===== src/hdl/mlfq_pkg.sv =====
// ============================================================================
// mlfq_pkg
// Shared types, constants and fixed-point helpers of the priority tracker.
// ============================================================================
package mlfq_pkg;

    localparam int NUM_SLOTS = 64;
    localparam int SLOT_W    = 6;
    localparam int FRAC_BITS = 14;
    localparam int FP_ONE    = 1 << FRAC_BITS;
    localparam int PRIO_MAX  = 63;
    localparam int LOAD_W    = 21;
    localparam int LOAD_A    = (59 * FP_ONE) / 60;
    localparam int LOAD_B    = FP_ONE / 60;
    localparam int COEF_W    = FRAC_BITS;
    localparam int NUM_W     = LOAD_W + 1 + FRAC_BITS;
    localparam int DEN_W     = LOAD_W + 2;

    localparam logic [2:0] FN_TICK    = 3'd0;
    localparam logic [2:0] FN_SECOND  = 3'd1;
    localparam logic [2:0] FN_REFRESH = 3'd2;
    localparam logic [2:0] FN_NICE    = 3'd3;
    localparam logic [2:0] FN_CREATE  = 3'd4;
    localparam logic [2:0] FN_REMOVE  = 3'd5;
    localparam logic [2:0] FN_QUERY   = 3'd6;
    localparam logic [2:0] FN_SPARE   = 3'd7;

    typedef struct packed {
        logic               valid;
        logic signed [5:0]  nice;
        logic signed [31:0] rcpu;
        logic [5:0]         prio;
    } slot_entry_t;

    // round(PRIO_MAX - rcpu/4 - 2*nice) clamped to 0..PRIO_MAX
    function automatic logic [5:0] calc_prio(logic signed [31:0] rcpu,
                                             logic signed [5:0] nice);
        logic signed [35:0] q4;
        logic signed [35:0] x;
        logic [35:0]        r;
        logic [5:0]         p;
        q4 = ($signed(36'(rcpu)) + (rcpu[31] ? 36'sd3 : 36'sd0)) >>> 2;
        x  = $signed(36'(PRIO_MAX * FP_ONE)) - q4
             - ($signed(36'(nice)) <<< (FRAC_BITS + 1));
        r  = (36'(x) + 36'(FP_ONE / 2)) >> FRAC_BITS;
        if (x[35])
            p = 6'd0;
        else if (r > 36'(PRIO_MAX))
            p = 6'(PRIO_MAX);
        else
            p = r[5:0];
        return p;
    endfunction

endpackage


===== src/hdl/mlfq_div.sv =====
// ============================================================================
// mlfq_div
// Restoring divider for the recent-cpu decay coefficient, one bit a cycle.
// ============================================================================
module mlfq_div (
    input  logic                               clk,
    input  logic                               rst_n,
    input  logic                               start,
    input  logic [mlfq_pkg::NUM_W-1:0]         num,
    input  logic [mlfq_pkg::DEN_W-1:0]         den,
    output logic                               done,
    output logic [mlfq_pkg::COEF_W-1:0]        quot
);

    logic [mlfq_pkg::NUM_W-1:0]  rem_reg;
    logic [mlfq_pkg::NUM_W-1:0]  dsh_reg;
    logic [mlfq_pkg::COEF_W-1:0] q_reg;
    logic [4:0]                  cnt_reg;
    logic                        busy_reg;
    logic                        done_reg;
    logic                        ge;

    assign ge   = rem_reg >= dsh_reg;
    assign done = done_reg;
    assign quot = q_reg;

    always_ff @(posedge clk or negedge rst_n)
    begin
        if (!rst_n)
        begin
            busy_reg <= 1'b0;
            done_reg <= 1'b0;
            cnt_reg  <= '0;
        end
        else
        begin
            done_reg <= 1'b0;
            if (start)
            begin
                busy_reg <= 1'b1;
                cnt_reg  <= 5'(mlfq_pkg::COEF_W);
            end
            else if (busy_reg)
            begin
                cnt_reg <= cnt_reg - 5'd1;
                if (cnt_reg == 5'd1)
                begin
                    busy_reg <= 1'b0;
                    done_reg <= 1'b1;
                end
            end
        end
    end

    always_ff @(posedge clk)
    begin
        if (start)
        begin
            rem_reg <= num;
            dsh_reg <= mlfq_pkg::NUM_W'(den) << (mlfq_pkg::COEF_W - 1);
            q_reg   <= '0;
        end
        else if (busy_reg)
        begin
            if (ge)
                rem_reg <= rem_reg - dsh_reg;
            dsh_reg <= dsh_reg >> 1;
            q_reg   <= {q_reg[mlfq_pkg::COEF_W-2:0], ge};
        end
    end

endmodule


===== config.mk =====
export PLATFORM = sky130hd
export DESIGN_NAME = mlfq_div
export DESIGN_NICKNAME = d
export VERILOG_FILES = /design/src/hdl/mlfq_pkg.sv /design/src/hdl/mlfq_div.sv
export SDC_FILE = /design/constraint.sdc
export NUM_CORES = 1
export LEC_CHECK = 0
export ABC_AREA = 1
export ABC_CLOCK_PERIOD_IN_PS = 3300
export BUFFER_PORTS_ARGS = -buffer_cell sky130_fd_sc_hd__buf_4
export CAP_MARGIN = 0
export CORE_MARGIN = 2
export CORE_UTILIZATION = 45
export CTS_CLUSTER_DIAMETER = 80
export DETAILED_ROUTE_END_ITERATION = 8
export PLACE_DENSITY = 0.61
export SYNTH_ARGS = -nofsm -noshare
export SYNTH_HDL_FRONTEND = slang
export SYNTH_SLANG_ARGS = --single-unit

===== constraint.sdc =====
create_clock -name clk -period 3.3 [get_ports clk]
set_clock_uncertainty 0.1 [all_clocks]
set_input_delay 0.495 -clock clk [delete_from_list [all_inputs] [get_ports clk]]
set_output_delay 0.495 -clock clk [all_outputs]
set_load 0.02 [all_outputs]

== Word level (Yosys, flattened, before mapping) ==
Index checks and enable logic that the tools add are counted.
Cells by class
  reduce and logical (&&, ||, !) cells: 3
  $lt $le $gt $ge: 1
  $add $sub $neg: 2
  equality and inequality tests: 1
  muxes and demuxes: 13
Operators with widths (number)
  $mux 36: 5
  $ge 36x36->1: 1
  $sub 36x36->36: 1
  $mux 5: 2
  $mux 1: 6
  $eq 5x1->1 const B: 1
  $sub 5x1->5 const B: 1
  $reduce_bool 2->1: 2
  $reduce_and 2->1: 1
Word-level totals
  flip-flop bits (word level): 93
  output and inout bits: 15
  logic and storage cells: 27
  input bits: 62

== Depth between registers and ports, before layout ==
Gate-level depths: netlist of the first run.
  word-level depth: 4
  gate-level depth with buffers: 16
  depth with buffers taken out: 15

== Worst setup path before layout of the first run ==
No wires, ideal clock.
  path kind: reg-to-reg
  from: register rem_reg[0] in the netlist's numbering
  to: register rem_reg[0] in the netlist's numbering (enable)
  clock period less this slack: 2759 ps
  required time: 2696 ps
  library setup time: 504 ps
  stages on the path, launching flop included: 13
  arrival time: 2155 ps
  path slack: 541 ps
  buffers on the path: 0
  cell sequence: edfxtp_1 inv_1 ha_1 inv_1 fa_1 nand3_1 nand3_2 nand4_1 nand3_1 nand3_1 nand2_1 nand2_1 nand2_1
Between the ends
  word-level cells in the longest chain between the ends: 3
RTL lines
  start: declaration: line mlfq_div.sv:15  | logic [mlfq_pkg::NUM_W-1:0] rem_reg;
  start signal: assignment: line mlfq_div.sv:59  | rem_reg <= num;
  start signal: assignment: line mlfq_div.sv:66  | rem_reg <= rem_reg - dsh_reg;
  $ge 36x36->1: line mlfq_div.sv:23  | assign ge = rem_reg >= dsh_reg;
  $reduce_bool 2->1 (no line)
  $reduce_and 2->1 (no line)
No other way between the ends.
A chain may end at the register's enable or synchronous reset.

== Worst setup path after layout of the first run ==
  from: register rem_reg[20] in the netlist's numbering
  to: register rem_reg[25] in the netlist's numbering (enable)
The elaborated chain is that of the path after synthesis.

==> results_dict.tcl, run 1 <==
set metrics [dict create \
    ant_nets 0 \
    power.density_nw_per_um2 843.8 \
    ys_top_cells_by_count "nand2_1, inv_1, nor2_1" \
    peakVddDrop_mv 0.3539 \
    dieArea_sq_um 14880 \
    hold_path.class "in -> reg" \
    setup_slack_ns 0.6943 \
    power_mw 6.191 \
    grt_antenna_before_repair 0 \
    synth_edf_count 59 \
    route.detailed.drc 0 \
    boundaryPins 77 \
    total_leakage_power_nw 3.593 \
    cp.arrival_ns 2.54 \
    port-buffer-count 76 \
    post-place-ws_ns 0.7097 \
    grt_max_degree 51 \
    grt.total_usage_pct 21.68 \
    period_minus_slack_ns 2.606 \
    finalNonFillerCells 1144 \
    coreArea_sq_um 13720 \
    viasPerCell 4.957 \
    drive_gt1_share_pct 12.45 \
    synthToLayoutAreaGrowth_pct 17.09 \
    endpoint_kind "flop" \
    setup_tns_ns 0 \
    initial_core_util_pct 45.67 \
    finalSetupViolCount 0 \
    rsz0062_at_grt "no" \
    syn_inst 882 \
    synth-seq-cells 93 \
    timing.slew.headroom_pct 66.54 \
    num_vias 5671 \
    place_congestion 0.9449 \
    yosysMostFrequentCell "nand2_1" \
    dr.pass1.iters 5 \
    diodes 0 \
    tightest_slew_ns 0.5018 \
    r2r_slack_ns 0.69 \
    clockRootBuffer "clkbuf_16" \
    yosys.area.top_type "edfxtp_1" \
    maxCapViolations 0 \
    wl_per_cell_um 13.57 \
    grt_pass1_vias 5114 \
    row_count 43 \
    dp.cells 1127 \
    grt_pass1_wl_um 25210 \
    post_cts_buffers 0 \
    yosysWarnings 0 \
    synth_ff_type "edfxtp_1" \
    synth_area_sq_um 6266 \
    gr-total-overflow 0 \
    worst-path-max-fanout 21 \
    die_h_um 122 \
    yosys.area.top_type_share_pct 28.27 \
    required_ns 3.23 \
    cts_made_buffers 9 \
    seq_area_frac_synth_pct 39.70 \
    critical_path_class "reg -> reg" \
    outcome "complete, no violations" \
    cts_resized 0 \
    insertion_delay_ns 0.36 \
    max_freq_mhz 383.8 \
    hold_viol 0 \
    layout.nets 1060 \
    drt_iter0_drc 301 \
    final_max_slew_viol_count 0 \
    hpwl_um 11960 \
    avgSynthCellArea_sq_um 7.104 \
    ys_top_cells_by_area "edfxtp_1, nand2_1, inv_1" \
    cts_buffer_depth 2 \
    syn-num-nets 983 \
    tritoncts "done" \
    ys_types 35 \
    die_x_um 122 \
    cts.htree.levels 3 \
    cp-start-kind "flop" \
    finalCritPeriodShare_pct 78.96 \
    path_clk_slew_ns 0.07 \
    ys_async_sr_fraction_pct 7.527 \
    wl_um 15530 \
    cts_sinks 93 \
]
-- final timing paths --
check	from	endpoint	cells after the start
setup reg to reg	rem_reg[20]	rem_reg[25]	12
setup / recovery	rem_reg[20]	rem_reg[25]	12
max in group asynchronous	rst_n	cnt_reg[0]	2
min in group asynchronous	rst_n	cnt_reg[2]	2
hold reg to reg	quot[0]	quot[0]	2
hold / removal	den[22]	dsh_reg[35]	3
-- what timing repair did --
item	4_1_cts	5_1_grt
endpoints found under the setup margin	0	0
hold buffers	1	0
hold endpoints to repair	7	0
-- stage by stage --
stage / hold WS [ns] / util, % / instance area, sq um
after CTS: 0.2889 / 53.48 / 7337
final: 0.2957 / 53.48 / 7337
after floorplan: 0.09941 / - / 6266
after global routing: 0.2928 / 53.48 / 7337
after detailed placement: 0.2124 / 51.33 / 7042
after global placement: 0.2138 / 51.33 / 7042
-- cell usage in the layout (no fill, tap or decap), drive strengths merged --
| cell type | Yosys | final |
|---|---|---|
| inv | 145 | 148 |
| dfxtp | 27 | 27 |
| edfxtp | 59 | 59 |
| o22ai | 23 | 23 |
| dlygate4sd3 | 0 | 1 |
| nand3b | 5 | 5 |
| o21ai | 57 | 57 |
| fa | 1 | 1 |
| nand3 | 56 | 56 |
| nand2 | 298 | 298 |
| a21oi | 38 | 38 |
| nor2 | 70 | 70 |
| buf | 7 | 83 |
| dfrtp | 7 | 7 |
| and2 | 2 | 2 |
| clkbuf | 11 | 11 |
| ha | 38 | 38 |
| nor3 | 9 | 9 |
| a21o | 1 | 1 |
| nand4 | 5 | 5 |
| o21bai | 4 | 4 |
| or2 | 5 | 5 |
| xnor2 | 9 | 9 |
| xor2 | 1 | 1 |
| a22oi | 1 | 1 |
| clkinv | 3 | 5 |
-- per-layer routing --
layer	up-vias	GRT usage (%)	wire (um)	share of wire, %
li1	2999	-	-	-
met1	2548	31.45	7985	51
met2	112	33.17	6674	43
met3	12	3.324	659	4.2
met4	0	6.897	209	1.3
met5	-	0	0	0
-- power by group --
| part | internal, mW | leakage, nW | switching (mW) |
|---|---|---|---|
| Sequential | 1.62 | 0.924 | 0.0957 |
| Clock | 0.558 | 0.146 | 0.466 |
| Combinational | 1.22 | 2.52 | 2.23 |
| Total | 3.40 | 3.59 | 2.79 |
-- cell type report --
type,count,area [sq um]
clock inverters,5,31.28
well taps,180,225.2
repair buffers,84,645.6
clock buffers,11,254.0
fillers,1389,6382
multi-input cells,623,3138
flip-flops and latches,93,2487
inverters,148,555.5
-- critical path: stages, from the launching register on --
cell and delay, ns:
edfxtp_1 0.43, ha_1 0.43, nand2_1 0.11, nor2_1 0.17
nand2_1 0.10, nor2_1 0.18, nand3_1 0.10, nand3_1 0.09
nor2_1 0.04, nand2_1 0.08, nand2_1 0.05, nand2_1 0.07
buf_4 0.31
-- logic make-up (layout without fill, tap and decap cells) --
group                    count (synthesis)  in the layout  synth area share (%)
XOR/XNOR                                10             10                 1.398
flip-flops                              93             93                 39.70
adder cells (fa/ha/maj)                 39             39                 7.907
AO/OA/AOI/OAI                          124            124                 10.66
buffers and inverters                  166            248                 10.22
AND/OR/NAND/NOR                        450            450                 30.11
No activity file was read; power rests on OpenSTA's default activity.
==> run 2, diff against run 1 <==
ABC_CLOCK_PERIOD_IN_PS = 2500   (was 3300)
clock period = 2.5 ns   (was 3.3 ns; I/O delays follow)
==> results_dict.tcl, run 2 (synthesized netlist as in run 1, its figures left out) <==
set metrics [dict create \
    place_congestion 0.9391 \
    grt.total_usage_pct 21.93 \
    fin_util_pct 57.44 \
    finalNonFillerCells 1158 \
    drive_gt1_share_pct 18.00 \
    wl_um 16190 \
    finalCritPeriodShare_pct 96.14 \
    die_x_um 122 \
    hold_path.class "in -> reg" \
    fillCellCount 1329 \
    row_count 43 \
    cts_made_buffers 9 \
    placed_area_sq_um 7129 \
    critPathSlowestCell "edfxtp_1" \
    cpMostUsedCell "nand2_1" \
    post-place-ws_ns 0.03696 \
    port-buffer-count 76 \
    synthToLayoutAreaGrowth_pct 25.76 \
    wl_per_cell_um 13.98 \
    initial_core_util_pct 45.67 \
    critical_path_class "reg -> reg" \
    cp_cell_sequence "ha_4 -> nand2_1 -> nor2_2 -> nand2_1 -> nor2_2 -> nand3_1 -> nand3_1 -> nor2_1 -> nand2_1 -> nand2_1 -> nand2_4 -> clkbuf_16" \
    final_cell_mix "nand2_1, inv_1, buf_4" \
    final_max_slew_viol_count 0 \
    grt_pass1_vias 5427 \
    finalSetupViolCount 0 \
    cp.arrival_ns 2.37 \
    worst-path-max-fanout 8 \
    cp-start-kind "flop" \
    power_mw 8.976 \
    gr-total-overflow 0 \
    timing.slew.headroom_pct 68.01 \
    cts_sinks 93 \
    cts_buffer_depth 2 \
    ant_nets 0 \
    dr.pass1.iters 4 \
    path_clk_slew_ns 0.06 \
    num_vias 5778 \
    max_freq_mhz 416.1 \
    drt_iter0_drc 369 \
    worstHoldPathCells 3 \
    coreArea_sq_um 13720 \
    peakVddDrop_mv 0.4100 \
    setup_slack_ns 0.09659 \
    hold_viol 0 \
    holdWs_ns 0.1760 \
    cts.htree.levels 3 \
    total_leakage_power_nw 3.717 \
    rr_worst_depth 12 \
    gr-usage-met2_pct 34.85 \
    grt_pass1_wl_um 25810 \
    dieArea_sq_um 14880 \
    viasPerCell 4.990 \
    route.detailed.drc 0 \
    clockRootBuffer "clkbuf_16" \
    endpoint_kind "flop" \
    setup_tns_ns 0 \
    hpwl_um 12150 \
    use_met1_pct 31.29 \
    tightest_slew_ns 0.4798 \
    required_ns 2.47 \
    boundaryPins 77 \
    diodes 0 \
    grt_antenna_before_repair 0 \
    design_area_sq_um 7880 \
    max_stage_delay_ns 0.42 \
    period_minus_slack_ns 2.403 \
    dp.cells 1135 \
    insertion_delay_ns 0.35 \
    layout.nets 1074 \
    final_common_cell "nand2_1" \
    maxCapViolations 0 \
    grt.met3_usage_pct 2.669 \
    tritoncts "done" \
    grt_max_degree 50 \
    power.density_nw_per_um2 1139 \
    die_h_um 122 \
    grt-busiest-layer "met2" \
    outcome "complete, no violations" \
]
-- run 2: cell types whose count changed in the layout (fill, tap and decap cells not counted), sizes merged --
cell / before / now
clkbuf: 11 / 12
buf: 83 / 94
clkinv: 5 / 7
-- run 2: path summary, 6_finish.rpt --
check / slack (ns) / endpoint / startpoint
worst max register to register: 0.1 / rem_reg[25] / rem_reg[25]
max in group asynchronous: 1.92 / cnt_reg[1] / rst_n
worst max-delay path: 0.1 / rem_reg[25] / rem_reg[25]
min in group asynchronous: 0.26 / cnt_reg[4] / rst_n
worst min register to register: 0.37 / quot[13] / quot[13]
worst min-delay path: 0.18 / dsh_reg[35] / den[22]
-- run 2: power by group --
part	total [mW]	internal (mW)	switching, mW	leakage [nW]
combinational	5.30	2.17	3.13	2.65
clock	1.29	0.678	0.615	0.140
sequential	2.38	2.15	0.227	0.924
total	8.98	5.00	3.98	3.72
-- run 2: final cells by class --
cell class	instances	area (sq um)	share of cell area, %
Inverter	148	555.5	7.050
Timing Repair Buffer	98	828.3	10.51
Clock inverter	7	47.55	0.6034
Sequential cell	93	2487	31.57
Multi-Input combinational cell	623	3511	44.55
Clock buffer	9	225.2	2.858
Tap cell	180	225.2	2.858
-- run 2: critical path, delay by kind of cell (launching register included) --
kind	cells	cell delay, ns
simple gates	10	1.07
flops	1	0.42
fa+ha+maj	1	0.33
buf+inv	1	0.20
-- run 2: layer usage --
| metal | routed length [um] | share of wire [%] |
|---|---|---|
| met1 | 7834 | 48 |
| met2 | 7309 | 45 |
| met5 | 0 | 0 |
| met3 | 807 | 5.0 |
| met4 | 239 | 1.5 |
-- run 2: what timing repair did --
| item | in CTS | in global routing |
|---|---|---|
| gates resized for setup | 0 | 53 |
| hold endpoints to repair | 7 | 0 |
| endpoints found under the setup margin | 0 | 40 |
| hold buffers | 1 | 0 |
| buffers inserted | 0 | 3 |
